[config.mk]
export PLATFORM = sky130hd
export DESIGN_NAME = batch_feature_mean_variance_core
export DESIGN_NICKNAME = d
export VERILOG_FILES = /design/src/rtl/bfmv_pkg.sv /design/src/rtl/bfmv_front.sv /design/src/rtl/bfmv_queue.sv /design/src/rtl/bfmv_back.sv /design/src/rtl/batch_feature_mean_variance_core.sv
export SDC_FILE = /design/constraint.sdc
export NUM_CORES = 2
export LEC_CHECK = 0
export ABC_CLOCK_PERIOD_IN_PS = 9650
export BUFFER_PORTS_ARGS = -buffer_cell sky130_fd_sc_hd__buf_2
export CAP_MARGIN = 5
export CORE_ASPECT_RATIO = 2
export CORE_UTILIZATION = 25
export CTS_CLUSTER_SIZE = 20
export DETAILED_ROUTE_END_ITERATION = 7
export PLACE_DENSITY = 0.41
export SYNTH_ARGS = -nofsm -noshare
export SYNTH_HDL_FRONTEND = slang
export SYNTH_SLANG_ARGS = --single-unit
[constraint.sdc]
create_clock -name clk -period 9.65 [get_ports clk]
set_clock_uncertainty 0.1 [all_clocks]
set_input_delay 0.4825 -clock clk [delete_from_list [all_inputs] [get_ports clk]]
set_output_delay 0.4825 -clock clk [all_outputs]
set_load 0.02 [all_outputs]
[src/rtl/bfmv_pkg.sv]
// ----------------------------------------------------------------------------
// bfmv_pkg: shared types and constants for the batch statistics core
// Register indexes, field widths, register ranges and the config view struct.
// ----------------------------------------------------------------------------
package bfmv_pkg;

  // defaults for the top level parameters
  localparam int FEATURES_DEFAULT    = 16;
  localparam int SAMPLE_BITS_DEFAULT = 16;

  // at most this many features are tracked
  localparam int LANES_CAP = 16;

  // configuration port
  localparam int CFG_INDEX_W = 2;
  localparam int CFG_DATA_W  = 11;

  localparam logic [CFG_INDEX_W-1:0] REG_BATCH_SIZE    = 2'd0;
  localparam logic [CFG_INDEX_W-1:0] REG_FEATURE_COUNT = 2'd1;
  localparam logic [CFG_INDEX_W-1:0] REG_CLASS_SIZE    = 2'd2;

  // register widths and tops of their ranges
  localparam int NB_W = 9;
  localparam int NF_W = 5;
  localparam int NC_W = 11;
  localparam logic [NB_W-1:0] BATCH_TOP = 9'd256;
  localparam logic [NC_W-1:0] CLASS_TOP = 11'd1024;

  // result field widths
  localparam int IDX_W = 4;
  localparam int VAR_W = 31;

  // samples per feature n = batch * class (up to 2^18) and n*(n-1)
  localparam int N_W = 19;
  localparam int M_W = 36;

  // depth of the queue between front and back
  localparam int QUEUE_DEPTH = 4;

  // configuration as the back end sees it
  typedef struct packed {
    logic [NF_W-1:0] nf;     // clamped feature count
    logic [N_W-1:0]  n;      // samples per feature in one mini-batch
    logic            clear;  // register write, drop partial mini-batch
  } cfg_view_t;

endpackage

[src/rtl/bfmv_front.sv]
// ----------------------------------------------------------------------------
// bfmv_front: sample intake and classification
// Holds the configuration registers, tracks member, feature and batch
// position of each sample and pushes tagged samples into the queue.
// ----------------------------------------------------------------------------
module bfmv_front #(
  parameter int FEATURES    = bfmv_pkg::FEATURES_DEFAULT,
  parameter int SAMPLE_BITS = bfmv_pkg::SAMPLE_BITS_DEFAULT
) (
  input  logic                               clk,
  input  logic                               rst,
  // configuration writes
  input  logic                               cfg_valid,
  output logic                               cfg_ready,
  input  logic [bfmv_pkg::CFG_INDEX_W-1:0]   cfg_index,
  input  logic [bfmv_pkg::CFG_DATA_W-1:0]    cfg_data,
  // incoming samples
  input  logic                               in_valid,
  output logic                               in_ready,
  input  logic [SAMPLE_BITS-1:0]             in_sample,
  // queue write side
  output logic                               push,
  input  logic                               q_full,
  output logic [SAMPLE_BITS-1:0]             push_sample,
  output logic [bfmv_pkg::IDX_W-1:0]         push_feature,
  output logic                               push_last,
  // configuration for the back end
  output bfmv_pkg::cfg_view_t                cfg_view
);
  import bfmv_pkg::*;

  localparam int LANES = (FEATURES < LANES_CAP) ? FEATURES : LANES_CAP;
  localparam logic [NF_W-1:0] LANES_V = NF_W'(LANES);

  logic [NB_W-1:0] batch_size;
  logic [NF_W-1:0] feature_count;
  logic [NC_W-1:0] class_size;

  logic [NB_W-1:0] nb;
  logic [NF_W-1:0] nf;
  logic [NC_W-1:0] nc;
  logic [NB_W+NC_W-1:0] n_prod;
  logic [N_W-1:0]  n_reg;

  logic [9:0]       member_cnt;
  logic [IDX_W-1:0] feature_cnt;
  logic [7:0]       batch_cnt;
  logic [IDX_W-1:0] f_cur;
  logic member_end, feature_end, batch_end;

  logic cfg_we, cfg_listed, cfg_clear;

  // configuration channel is always ready
  assign cfg_ready  = 1'b1;
  assign cfg_we     = cfg_valid & cfg_ready;
  assign cfg_listed = (cfg_index == REG_BATCH_SIZE) || (cfg_index == REG_FEATURE_COUNT) ||
                      (cfg_index == REG_CLASS_SIZE);
  assign cfg_clear  = cfg_we & cfg_listed;

  // configuration registers
  always_ff @(posedge clk) begin
    if (rst) begin
      batch_size    <= NB_W'(1);
      feature_count <= NF_W'(1);
      class_size    <= NC_W'(1);
    end else if (cfg_we) begin
      unique case (cfg_index)
        REG_BATCH_SIZE:    batch_size    <= cfg_data[NB_W-1:0];
        REG_FEATURE_COUNT: feature_count <= cfg_data[NF_W-1:0];
        REG_CLASS_SIZE:    class_size    <= cfg_data[NC_W-1:0];
        default: ;
      endcase
    end
  end

  // zero acts as one, values past the range act as the top
  always_comb begin
    nb = (batch_size == '0) ? NB_W'(1) : ((batch_size > BATCH_TOP) ? BATCH_TOP : batch_size);
    nf = (feature_count == '0) ? NF_W'(1) :
         ((feature_count > LANES_V) ? LANES_V : feature_count);
    nc = (class_size == '0) ? NC_W'(1) : ((class_size > CLASS_TOP) ? CLASS_TOP : class_size);
  end

  // samples per feature, registered
  assign n_prod = {{NC_W{1'b0}}, nb} * {{NB_W{1'b0}}, nc};

  always_ff @(posedge clk) begin
    if (rst) n_reg <= N_W'(1);
    else     n_reg <= n_prod[N_W-1:0];
  end

  always_comb begin
    cfg_view = '{nf: nf, n: n_reg, clear: cfg_clear};
  end

  // position of the current sample
  assign f_cur       = (NF_W'(feature_cnt) >= nf) ? '0 : feature_cnt;
  assign member_end  = (NC_W'(member_cnt) + NC_W'(1)) >= nc;
  assign feature_end = (NF_W'(f_cur) + NF_W'(1)) >= nf;
  assign batch_end   = (NB_W'(batch_cnt) + NB_W'(1)) >= nb;

  assign in_ready     = ~q_full;
  assign push         = in_valid & in_ready;
  assign push_sample  = in_sample;
  assign push_feature = f_cur;
  assign push_last    = member_end & feature_end & batch_end;

  // member, feature and batch counters
  always_ff @(posedge clk) begin
    if (rst || cfg_clear) begin
      member_cnt  <= '0;
      feature_cnt <= '0;
      batch_cnt   <= '0;
    end else if (push) begin
      if (!member_end) begin
        member_cnt <= member_cnt + 10'd1;
      end else begin
        member_cnt <= '0;
        if (!feature_end) begin
          feature_cnt <= f_cur + IDX_W'(1);
        end else begin
          feature_cnt <= '0;
          if (batch_end) batch_cnt <= '0;
          else           batch_cnt <= batch_cnt + 8'd1;
        end
      end
    end
  end

endmodule

[src/rtl/bfmv_queue.sv]
// ----------------------------------------------------------------------------
// bfmv_queue: small first-in first-out queue
// Decouples sample intake from accumulation and the end-of-batch work.
// ----------------------------------------------------------------------------
module bfmv_queue #(
  parameter int WIDTH = 8,
  parameter int DEPTH = bfmv_pkg::QUEUE_DEPTH
) (
  input  logic             clk,
  input  logic             rst,
  input  logic             push,
  input  logic [WIDTH-1:0] push_data,
  output logic             full,
  input  logic             pop,
  output logic [WIDTH-1:0] pop_data,
  output logic             empty
);
  localparam int PTR_W = (DEPTH > 1) ? $clog2(DEPTH) : 1;
  localparam int CNT_W = $clog2(DEPTH + 1);

  logic [WIDTH-1:0] slots [DEPTH];
  logic [PTR_W-1:0] wr_ptr, rd_ptr;
  logic [CNT_W-1:0] count;

  // storage
  always_ff @(posedge clk) begin
    if (push) slots[wr_ptr] <= push_data;
  end

  // pointers and fill count
  always_ff @(posedge clk) begin
    if (rst) begin
      wr_ptr <= '0;
      rd_ptr <= '0;
      count  <= '0;
    end else begin
      if (push) wr_ptr <= (wr_ptr == PTR_W'(DEPTH - 1)) ? '0 : wr_ptr + PTR_W'(1);
      if (pop)  rd_ptr <= (rd_ptr == PTR_W'(DEPTH - 1)) ? '0 : rd_ptr + PTR_W'(1);
      case ({push, pop})
        2'b10:   count <= count + CNT_W'(1);
        2'b01:   count <= count - CNT_W'(1);
        default: count <= count;
      endcase
    end
  end

  assign pop_data = slots[rd_ptr];
  assign full     = (count == CNT_W'(DEPTH));
  assign empty    = (count == '0);

endmodule

[src/rtl/bfmv_back.sv]
// ----------------------------------------------------------------------------
// bfmv_back: accumulation and end-of-batch statistics
// Squares and accumulates samples per feature, then for each feature runs
// shift-add products, a restoring divide for the mean and one for the
// variance, and hands the result to an output register.
// ----------------------------------------------------------------------------
module bfmv_back #(
  parameter int FEATURES    = bfmv_pkg::FEATURES_DEFAULT,
  parameter int SAMPLE_BITS = bfmv_pkg::SAMPLE_BITS_DEFAULT
) (
  input  logic                          clk,
  input  logic                          rst,
  // queue read side
  input  logic                          q_empty,
  output logic                          q_pop,
  input  logic [SAMPLE_BITS-1:0]        q_sample,
  input  logic [bfmv_pkg::IDX_W-1:0]    q_feature,
  input  logic                          q_last,
  // configuration
  input  bfmv_pkg::cfg_view_t           cfg_view,
  // result register
  output logic                          out_valid,
  input  logic                          out_ready,
  output logic [bfmv_pkg::IDX_W-1:0]    out_feature,
  output logic [SAMPLE_BITS-1:0]        out_mean,
  output logic [bfmv_pkg::VAR_W-1:0]    out_variance,
  output logic                          out_undefined,
  output logic                          out_last
);
  import bfmv_pkg::*;

  localparam int LANES  = (FEATURES < LANES_CAP) ? FEATURES : LANES_CAP;
  localparam int FI_W   = (LANES > 1) ? $clog2(LANES) : 1;
  localparam int SB     = SAMPLE_BITS;
  localparam int SUM_W  = SB + 19;
  localparam int ABS_W  = SB + 18;
  localparam int SQ_W   = 2 * SB + 17;
  localparam int PROD_W = 2 * SB + 36;
  localparam int STEP_W = $clog2(PROD_W);

  localparam logic [2:0] ST_ACCUM = 3'd0;
  localparam logic [2:0] ST_LOAD  = 3'd1;
  localparam logic [2:0] ST_MULA  = 3'd2;
  localparam logic [2:0] ST_MULB  = 3'd3;
  localparam logic [2:0] ST_SUB   = 3'd4;
  localparam logic [2:0] ST_DIVV  = 3'd5;
  localparam logic [2:0] ST_EMIT  = 3'd6;

  logic [2:0] state;

  // accumulation stage
  logic [SB-1:0]    head_abs;
  logic [2*SB-1:0]  head_sq;
  logic             s1_v;
  logic [SB-1:0]    s1_x;
  logic [2*SB-1:0]  s1_sq;
  logic [IDX_W-1:0] s1_f;
  logic             s1_last;

  logic [SUM_W-1:0] sum_mem [LANES];
  logic [SQ_W-1:0]  sq_mem  [LANES];
  logic [LANES-1:0] acc_valid;
  logic [FI_W-1:0]  rd_addr;
  logic [SUM_W-1:0] rd_sum;
  logic [SQ_W-1:0]  rd_sq;

  // finishing datapath
  logic [IDX_W-1:0]   fin_idx;
  logic               s_neg;
  logic [ABS_W-1:0]   as_val, as_sh;
  logic [SQ_W-1:0]    ss_val;
  logic [N_W-1:0]     n_sh;
  logic [PROD_W-1:0]  prod_a, prod_b, d_sh;
  logic [N_W-1:0]     mrem;
  logic [ABS_W-1:0]   mq;
  logic [M_W-1:0]     vrem;
  logic [VAR_W-1:0]   vq;
  logic               vsat;
  logic [STEP_W-1:0]  step;

  logic [SUM_W-1:0]   sum_neg;
  logic [ABS_W-1:0]   load_abs;
  logic [PROD_W-1:0]  mula_add, mulb_add;
  logic [N_W:0]       mrem_sh, mrem_sub;
  logic               mfit;
  logic [PROD_W:0]    diff;
  logic [M_W:0]       vrem_sh, vrem_sub;
  logic               vfit;
  logic [SB-1:0]      mean_mag, mean_res;
  logic [VAR_W-1:0]   var_res;
  logic               last_feat, out_free;

  logic [2*N_W-1:0]   m_prod;
  logic [M_W-1:0]     m_reg;
  logic               n_one;

  // n*(n-1), registered; the user must keep the configuration stable while a batch runs, the block does not enforce it
  assign m_prod = {{N_W{1'b0}}, cfg_view.n} * {{N_W{1'b0}}, cfg_view.n - N_W'(1)};

  always_ff @(posedge clk) begin
    m_reg <= m_prod[M_W-1:0];
    n_one <= (cfg_view.n == N_W'(1));
  end

  // square of the queue head
  assign head_abs = q_sample[SB-1] ? (~q_sample + SB'(1)) : q_sample;
  assign head_sq  = {{SB{1'b0}}, head_abs} * {{SB{1'b0}}, head_abs};
  assign q_pop    = (state == ST_ACCUM) && !q_empty && !(s1_v && s1_last);

  always_ff @(posedge clk) begin
    if (rst) s1_v <= 1'b0;
    else     s1_v <= q_pop;
  end

  always_ff @(posedge clk) begin
    if (q_pop) begin
      s1_x    <= q_sample;
      s1_sq   <= head_sq;
      s1_f    <= q_feature;
      s1_last <= q_last;
    end
  end

  // accumulator read, entries not yet written read as zero
  assign rd_addr = (state == ST_ACCUM) ? s1_f[FI_W-1:0] : fin_idx[FI_W-1:0];
  assign rd_sum  = acc_valid[rd_addr] ? sum_mem[rd_addr] : '0;
  assign rd_sq   = acc_valid[rd_addr] ? sq_mem[rd_addr] : '0;

  always_ff @(posedge clk) begin
    if (s1_v) begin
      sum_mem[rd_addr] <= rd_sum + {{(SUM_W-SB){s1_x[SB-1]}}, s1_x};
      sq_mem[rd_addr]  <= rd_sq + SQ_W'(s1_sq);
    end
  end

  always_ff @(posedge clk) begin
    if (rst || cfg_view.clear) begin
      acc_valid <= '0;
    end else if (s1_v) begin
      acc_valid[rd_addr] <= 1'b1;
    end else if (state == ST_LOAD) begin
      acc_valid[rd_addr] <= 1'b0;
    end
  end

  // finishing arithmetic
  assign sum_neg  = '0 - rd_sum;
  assign load_abs = rd_sum[SUM_W-1] ? sum_neg[ABS_W-1:0] : rd_sum[ABS_W-1:0];
  assign mula_add = n_sh[N_W-1] ? PROD_W'(ss_val) : '0;
  assign mulb_add = as_sh[ABS_W-1] ? PROD_W'(as_val) : '0;

  assign mrem_sh  = {mrem, as_sh[ABS_W-1]};
  assign mfit     = mrem_sh >= {1'b0, cfg_view.n};
  assign mrem_sub = mrem_sh - {1'b0, cfg_view.n};

  assign diff     = {1'b0, prod_a} - {1'b0, prod_b};

  assign vrem_sh  = {vrem, d_sh[PROD_W-1]};
  assign vfit     = vrem_sh >= {1'b0, m_reg};
  assign vrem_sub = vrem_sh - {1'b0, m_reg};

  assign mean_mag  = mq[SB-1:0];
  assign mean_res  = s_neg ? (~mean_mag + SB'(1)) : mean_mag;
  assign var_res   = n_one ? '0 : (vsat ? '1 : vq);
  assign last_feat = (NF_W'(fin_idx) + NF_W'(1)) == cfg_view.nf;
  assign out_free  = !out_valid || out_ready;

  // sequencer over features at batch end
  always_ff @(posedge clk) begin
    if (rst) begin
      state   <= ST_ACCUM;
      fin_idx <= '0;
    end else begin
      unique case (state)
        ST_ACCUM: begin
          if (s1_v && s1_last) state <= ST_LOAD;
        end
        ST_LOAD: begin
          state <= ST_MULA;
        end
        ST_MULA: begin
          if (step == '0) state <= ST_MULB;
        end
        ST_MULB: begin
          if (step == '0) state <= ST_SUB;
        end
        ST_SUB: begin
          state <= n_one ? ST_EMIT : ST_DIVV;
        end
        ST_DIVV: begin
          if (step == '0) state <= ST_EMIT;
        end
        ST_EMIT: begin
          if (out_free) begin
            if (last_feat) begin
              state   <= ST_ACCUM;
              fin_idx <= '0;
            end else begin
              state   <= ST_LOAD;
              fin_idx <= fin_idx + IDX_W'(1);
            end
          end
        end
        default: state <= ST_ACCUM;
      endcase
    end
  end

  // shift-add products and restoring divides
  always_ff @(posedge clk) begin
    case (state)
      ST_LOAD: begin
        s_neg  <= rd_sum[SUM_W-1];
        as_val <= load_abs;
        as_sh  <= load_abs;
        ss_val <= rd_sq;
        n_sh   <= cfg_view.n;
        prod_a <= '0;
        prod_b <= '0;
        mrem   <= '0;
        mq     <= '0;
        step   <= STEP_W'(N_W - 1);
      end
      ST_MULA: begin
        // n * sum of squares, one bit of n per cycle
        prod_a <= {prod_a[PROD_W-2:0], 1'b0} + mula_add;
        n_sh   <= {n_sh[N_W-2:0], 1'b0};
        step   <= (step == '0) ? STEP_W'(ABS_W - 1) : step - STEP_W'(1);
      end
      ST_MULB: begin
        // sum squared and |sum| / n share the bit stream of |sum|
        prod_b <= {prod_b[PROD_W-2:0], 1'b0} + mulb_add;
        mrem   <= mfit ? mrem_sub[N_W-1:0] : mrem_sh[N_W-1:0];
        mq     <= {mq[ABS_W-2:0], mfit};
        as_sh  <= {as_sh[ABS_W-2:0], 1'b0};
        step   <= step - STEP_W'(1);
      end
      ST_SUB: begin
        d_sh <= diff[PROD_W] ? '0 : diff[PROD_W-1:0];
        vrem <= '0;
        vq   <= '0;
        vsat <= 1'b0;
        step <= STEP_W'(PROD_W - 1);
      end
      ST_DIVV: begin
        // quotient bits leaving the top of the window saturate the result
        vrem <= vfit ? vrem_sub[M_W-1:0] : vrem_sh[M_W-1:0];
        vq   <= {vq[VAR_W-2:0], vfit};
        vsat <= vsat | vq[VAR_W-1];
        d_sh <= {d_sh[PROD_W-2:0], 1'b0};
        step <= step - STEP_W'(1);
      end
      default: ;
    endcase
  end

  // output register
  always_ff @(posedge clk) begin
    if (rst) begin
      out_valid <= 1'b0;
    end else if (state == ST_EMIT && out_free) begin
      out_valid <= 1'b1;
    end else if (out_ready) begin
      out_valid <= 1'b0;
    end
  end

  always_ff @(posedge clk) begin
    if (state == ST_EMIT && out_free) begin
      out_feature   <= fin_idx;
      out_mean      <= mean_res;
      out_variance  <= var_res;
      out_undefined <= n_one;
      out_last      <= last_feat;
    end
  end

endmodule

[src/rtl/batch_feature_mean_variance_core.sv]
// ----------------------------------------------------------------------------
// batch_feature_mean_variance_core: per-feature mean and variance of a batch
// Accumulates signed samples per feature and emits mean and unbiased
// variance for every feature at the end of each mini-batch.
// ----------------------------------------------------------------------------
// Throughput: one sample per cycle while a mini-batch streams in.
// After the last sample the features are finished one at a time by the
//   bit-serial products and the restoring divides, one bit a cycle; the
//   variance divide is skipped when n is 1.
// Intake stalls at batch end once the four-entry queue fills.
// Reset (rst, synchronous): registers to 1, accumulators and counters clear.
module batch_feature_mean_variance_core #(
  parameter int FEATURES    = bfmv_pkg::FEATURES_DEFAULT,
  parameter int SAMPLE_BITS = bfmv_pkg::SAMPLE_BITS_DEFAULT
) (
  input  logic                             clk,
  input  logic                             rst,
  // configuration write channel
  input  logic                             cfg_valid,
  output logic                             cfg_ready,
  input  logic [bfmv_pkg::CFG_INDEX_W-1:0] cfg_index,
  input  logic [bfmv_pkg::CFG_DATA_W-1:0]  cfg_data,
  // sample stream
  input  logic                             s_tvalid,
  output logic                             s_tready,
  // sample
  input  logic [((SAMPLE_BITS+7)/8)*8-1:0] s_tdata,
  // result stream
  output logic                             m_tvalid,
  input  logic                             m_tready,
  // feature_index, mean_value, variance_value
  output logic [((SAMPLE_BITS+42)/8)*8-1:0] m_tdata,
  // variance_undefined
  output logic                             m_tuser,
  // final_feature
  output logic                             m_tlast
);
  import bfmv_pkg::*;

  localparam int OUT_W = ((SAMPLE_BITS + 42) / 8) * 8;
  localparam int Q_W   = SAMPLE_BITS + IDX_W + 1;

  cfg_view_t              cfg_view;
  logic                   push, q_full, q_pop, q_empty;
  logic [SAMPLE_BITS-1:0] push_sample, q_sample;
  logic [IDX_W-1:0]       push_feature, q_feature;
  logic                   push_last, q_last;
  logic [Q_W-1:0]         q_pop_data;

  logic [IDX_W-1:0]       res_feature;
  logic [SAMPLE_BITS-1:0] res_mean;
  logic [VAR_W-1:0]       res_variance;

  // intake and classification
  bfmv_front #(
    .FEATURES    (FEATURES),
    .SAMPLE_BITS (SAMPLE_BITS)
  ) u_front (
    .clk          (clk),
    .rst          (rst),
    .cfg_valid    (cfg_valid),
    .cfg_ready    (cfg_ready),
    .cfg_index    (cfg_index),
    .cfg_data     (cfg_data),
    .in_valid     (s_tvalid),
    .in_ready     (s_tready),
    .in_sample    (s_tdata[SAMPLE_BITS-1:0]),
    .push         (push),
    .q_full       (q_full),
    .push_sample  (push_sample),
    .push_feature (push_feature),
    .push_last    (push_last),
    .cfg_view     (cfg_view)
  );

  // queue between intake and back end
  bfmv_queue #(
    .WIDTH (Q_W),
    .DEPTH (QUEUE_DEPTH)
  ) u_queue (
    .clk       (clk),
    .rst       (rst),
    .push      (push),
    .push_data ({push_last, push_feature, push_sample}),
    .full      (q_full),
    .pop       (q_pop),
    .pop_data  (q_pop_data),
    .empty     (q_empty)
  );

  assign q_sample  = q_pop_data[SAMPLE_BITS-1:0];
  assign q_feature = q_pop_data[SAMPLE_BITS +: IDX_W];
  assign q_last    = q_pop_data[Q_W-1];

  // accumulation and statistics
  bfmv_back #(
    .FEATURES    (FEATURES),
    .SAMPLE_BITS (SAMPLE_BITS)
  ) u_back (
    .clk           (clk),
    .rst           (rst),
    .q_empty       (q_empty),
    .q_pop         (q_pop),
    .q_sample      (q_sample),
    .q_feature     (q_feature),
    .q_last        (q_last),
    .cfg_view      (cfg_view),
    .out_valid     (m_tvalid),
    .out_ready     (m_tready),
    .out_feature   (res_feature),
    .out_mean      (res_mean),
    .out_variance  (res_variance),
    .out_undefined (m_tuser),
    .out_last      (m_tlast)
  );

  // result packing, lowest field first
  assign m_tdata = OUT_W'({res_variance, res_mean, res_feature});

endmodule

==> out/metrics.cfg <==
[sta]
post_route_fraction_of_the_period_consumed_by_the_critical_path=0.954
timing.slew.headroom=0.0797
grt_setup_unrepaired=no
worst_hold_slack_ns=0.0763
fmax_mhz=109
setup-violations-final=0
worstMarginPinSlew_ns=1.37
slew_viol_final=0
period_minus_slack_ns=9.20
totalNegativeSetupSlack_ns=0
timing_hold_violations_final=0

[floorplanning]
fp.dieW_um=493
design.die.area_mm2=0.486
core_mm2=0.481
initial_utilization=0.251
floorplan.io_pins=95
rows=360
dieHeight_um=985

[layout]
post_route_cells_drive_above_1_share=0.0760
reg_top3=u_back.sq_mem: 784 flops, u_back.sum_mem: 560 flops, u_queue.slots: 84 flops
regMostFlops=u_back.sq_mem
finish.utilization=0.284
nNetsFinal=12100
flip_flop_count_of_the_largest_register_after_layout=784
area_delta_synth_final_pct=13.1

[setup_path]
register_to_register_setup_slack_ns=0.45
crit_family=adder cells
crit_path_frequent_cell=sky130_fd_sc_hd__fa_1
timing.critical_path.fanout_max=18
critical_path_arrival_ns=9.83
r2r_cells=26
timing_worst_setup_path_type=register to register
cp_slowest_cell=sky130_fd_sc_hd__ha_1
cp_slowest_stage_delay_ns=0.75
critPathLaunchType=register
reg2reg_from=u_front.n_reg[0]
critical_path_required_ns=10.28
r2r_end=u_back.m_reg[32]
endpoint_kind=register
critical_path.n_buffers_inverters=2

[clocking]
cts_root_buffer=sky130_fd_sc_hd__clkbuf_16
cts_tree=yes
number_of_sinks_driven_by_the_clock_tree=2119
worst_setup_hold_path_clk_slew_ns=0.07
numCtsBuffers=201
clk_path_buf_depth=4
worst_skew_pair.late_latency_ns=0.94
h_tree_depth=4

[global_route]
global_route_wire_length_before_repair_mm=600
grt_util_all_layers=0.168
overflow=0
vias_in_the_first_global_route=87700
antenna_found_initial=12
grt_start_max_net_pins=135

[min_path]
hold_path_depth=5
hold_removal_path_class=input pin to register
holdPathEnd=u_front.class_size[8]
hold_path_startpoint=cfg_valid

[yosys]
yosys.area_share.xor_xnor=0.0297
yosys-mux-area-fraction=0.0225
synth_compound_area_frac=0.0911
most_common_cell_in_the_netlist=sky130_fd_sc_hd__edfxtp_1
synth_top_family_by_area=adder cells
synthesized_instance_count=10800
simple_gate_share_of_the_synthesized_area=0.146
main_area_contributors_after_synthesis=sky130_fd_sc_hd__edfxtp_1 (49%), sky130_fd_sc_hd__fa_1 (8.7%), sky130_fd_sc_hd__ha_1 (6.0%)
synth.distinct_cells=100
synth_area_per_cell_um2=11.1
synth_adder_area_share=0.146
postSynth.asyncResetShare=0
netlist.area_leader.share=0.493
post-synth-top-area-cell=sky130_fd_sc_hd__edfxtp_1
synth.top_cells.by_count=sky130_fd_sc_hd__edfxtp_1 (1983), sky130_fd_sc_hd__nand2_1 (1603), sky130_fd_sc_hd__inv_1 (988), sky130_fd_sc_hd__nor2_1 (785), sky130_fd_sc_hd__ha_1 (576)
synthesis.area_mm2=0.121
yosys_register_bits=2119
yosysWarningCount=0
synth_top_flop_cell=sky130_fd_sc_hd__edfxtp_1
synth_sequential_area_ratio=0.516
number_of_enable_type_register_cells_in_the_synthesized_netlist=1983

[routing]
vias=82000
vias_per_cell=4.69
post-route-drc-count=0
routed_wl_mm=412
postRouteAntennaNets=0
drtIter0Drc=3995
drtPass1Iterations=6
route.detailed.wl_per_inst_um=23.6

[placement]
place.detailed.hpwl_mm=292
numPortBuffers=88
globalplace.congestion=0.849

[run]
maxCapViolCount=0

[outcome]
outcome=complete, no violations

how the worst max path moves through the flow:
stage                startpoint  depth (start not counted)          endpoint
5_1_grt        u_front.n_reg[0]                         26  u_back.m_reg[32]
3_3_place_gp           register                         29  u_back.s1_sq[30]
3_5_place_dp           register                         29  u_back.s1_sq[30]
4_1_cts                register                         30  u_back.s1_sq[30]
2_1_floorplan          register                         32  u_back.s1_sq[30]
6_report       u_front.n_reg[0]                         26  u_back.m_reg[32]
layer usage:
metal,vias to the layer above,wire [µm],track usage
met5,-,0,0
met4,0,21400,0.0780
met3,648,8470,0.0111
met2,1268,244000,0.356
met1,41900,138000,0.157
li1,38200,-,-
metrics by stage:
stage | std cells | area (µm²) | setup WS, ns
floorplan | 10800 | 121000 | 0.860
global placement | 17100 | 130000 | 0.185
detailed placement | 17100 | 130000 | 0.159
CTS | 17500 | 137000 | 0.137
global route | 17500 | 137000 | 0.0140
finish | 17500 | 137000 | 0.447
cells in the final DEF (no fill, tap or decap), types with 96 or more instances in the layout:
| master | count |
|---|---|
| sky130_fd_sc_hd__edfxtp_1 | 1983 |
| sky130_fd_sc_hd__nand2_1 | 1598 |
| sky130_fd_sc_hd__inv_1 | 971 |
| sky130_fd_sc_hd__nor2_1 | 778 |
| sky130_fd_sc_hd__ha_1 | 576 |
| sky130_fd_sc_hd__fa_1 | 522 |
| sky130_fd_sc_hd__a21oi_1 | 457 |
| sky130_fd_sc_hd__nand3_1 | 356 |
| sky130_fd_sc_hd__o21ai_0 | 290 |
| sky130_fd_sc_hd__nand2b_1 | 271 |
| sky130_fd_sc_hd__buf_4 | 267 |
| sky130_fd_sc_hd__xnor2_1 | 253 |
| sky130_fd_sc_hd__and3_1 | 248 |
| sky130_fd_sc_hd__clkbuf_16 | 201 |
| sky130_fd_sc_hd__mux2i_1 | 175 |
| sky130_fd_sc_hd__a21o_1 | 170 |
| sky130_fd_sc_hd__xor2_1 | 154 |
| sky130_fd_sc_hd__dfxtp_1 | 132 |
| sky130_fd_sc_hd__and2_1 | 112 |
| sky130_fd_sc_hd__a31oi_1 | 110 |
| sky130_fd_sc_hd__o31ai_1 | 96 |
worst min-delay path: cells and delay by family:
kind | cells | cell delay (ns)
buffers and inverters | 1 | 0.12
AND/OR/NAND/NOR | 3 | 0.33
AO/OA/AOI/OAI | 1 | 0.05
kinds of logic after synthesis:
family / count (synthesis)
AOI/OAI and AO/OA: 1673
DFF: 2119
and+or+nand+nor: 3814
other: 2
buffers and inverters: 1487
adders and majority gates: 1098
xor gates and xnor gates: 410
muxes: 230
area by class of cell:
cell class | instances | area (µm²)
clock buffer | 249 | 5260
tap | 6335 | 7930
fill | 50000 | 344000
timing repair buffer | 405 | 3090
multi-input combinational | 7243 | 52900
inverter | 1008 | 3860
sequential | 2119 | 62300
antenna | 5 | 12.5
clock inverter | 116 | 1300
timing repair:
item | 4_1_cts | 5_1_grt
hold buffers | 35 | 0
buffers inserted | 0 | 1
endpoints found under the setup margin | 0 | 4
hold endpoints to repair | 90 | 0
resized for setup | 0 | 5
Power is left out: the tool's default activity adds up to more than one toggle a clock period on the data nets, which glitch-free logic cannot reach.
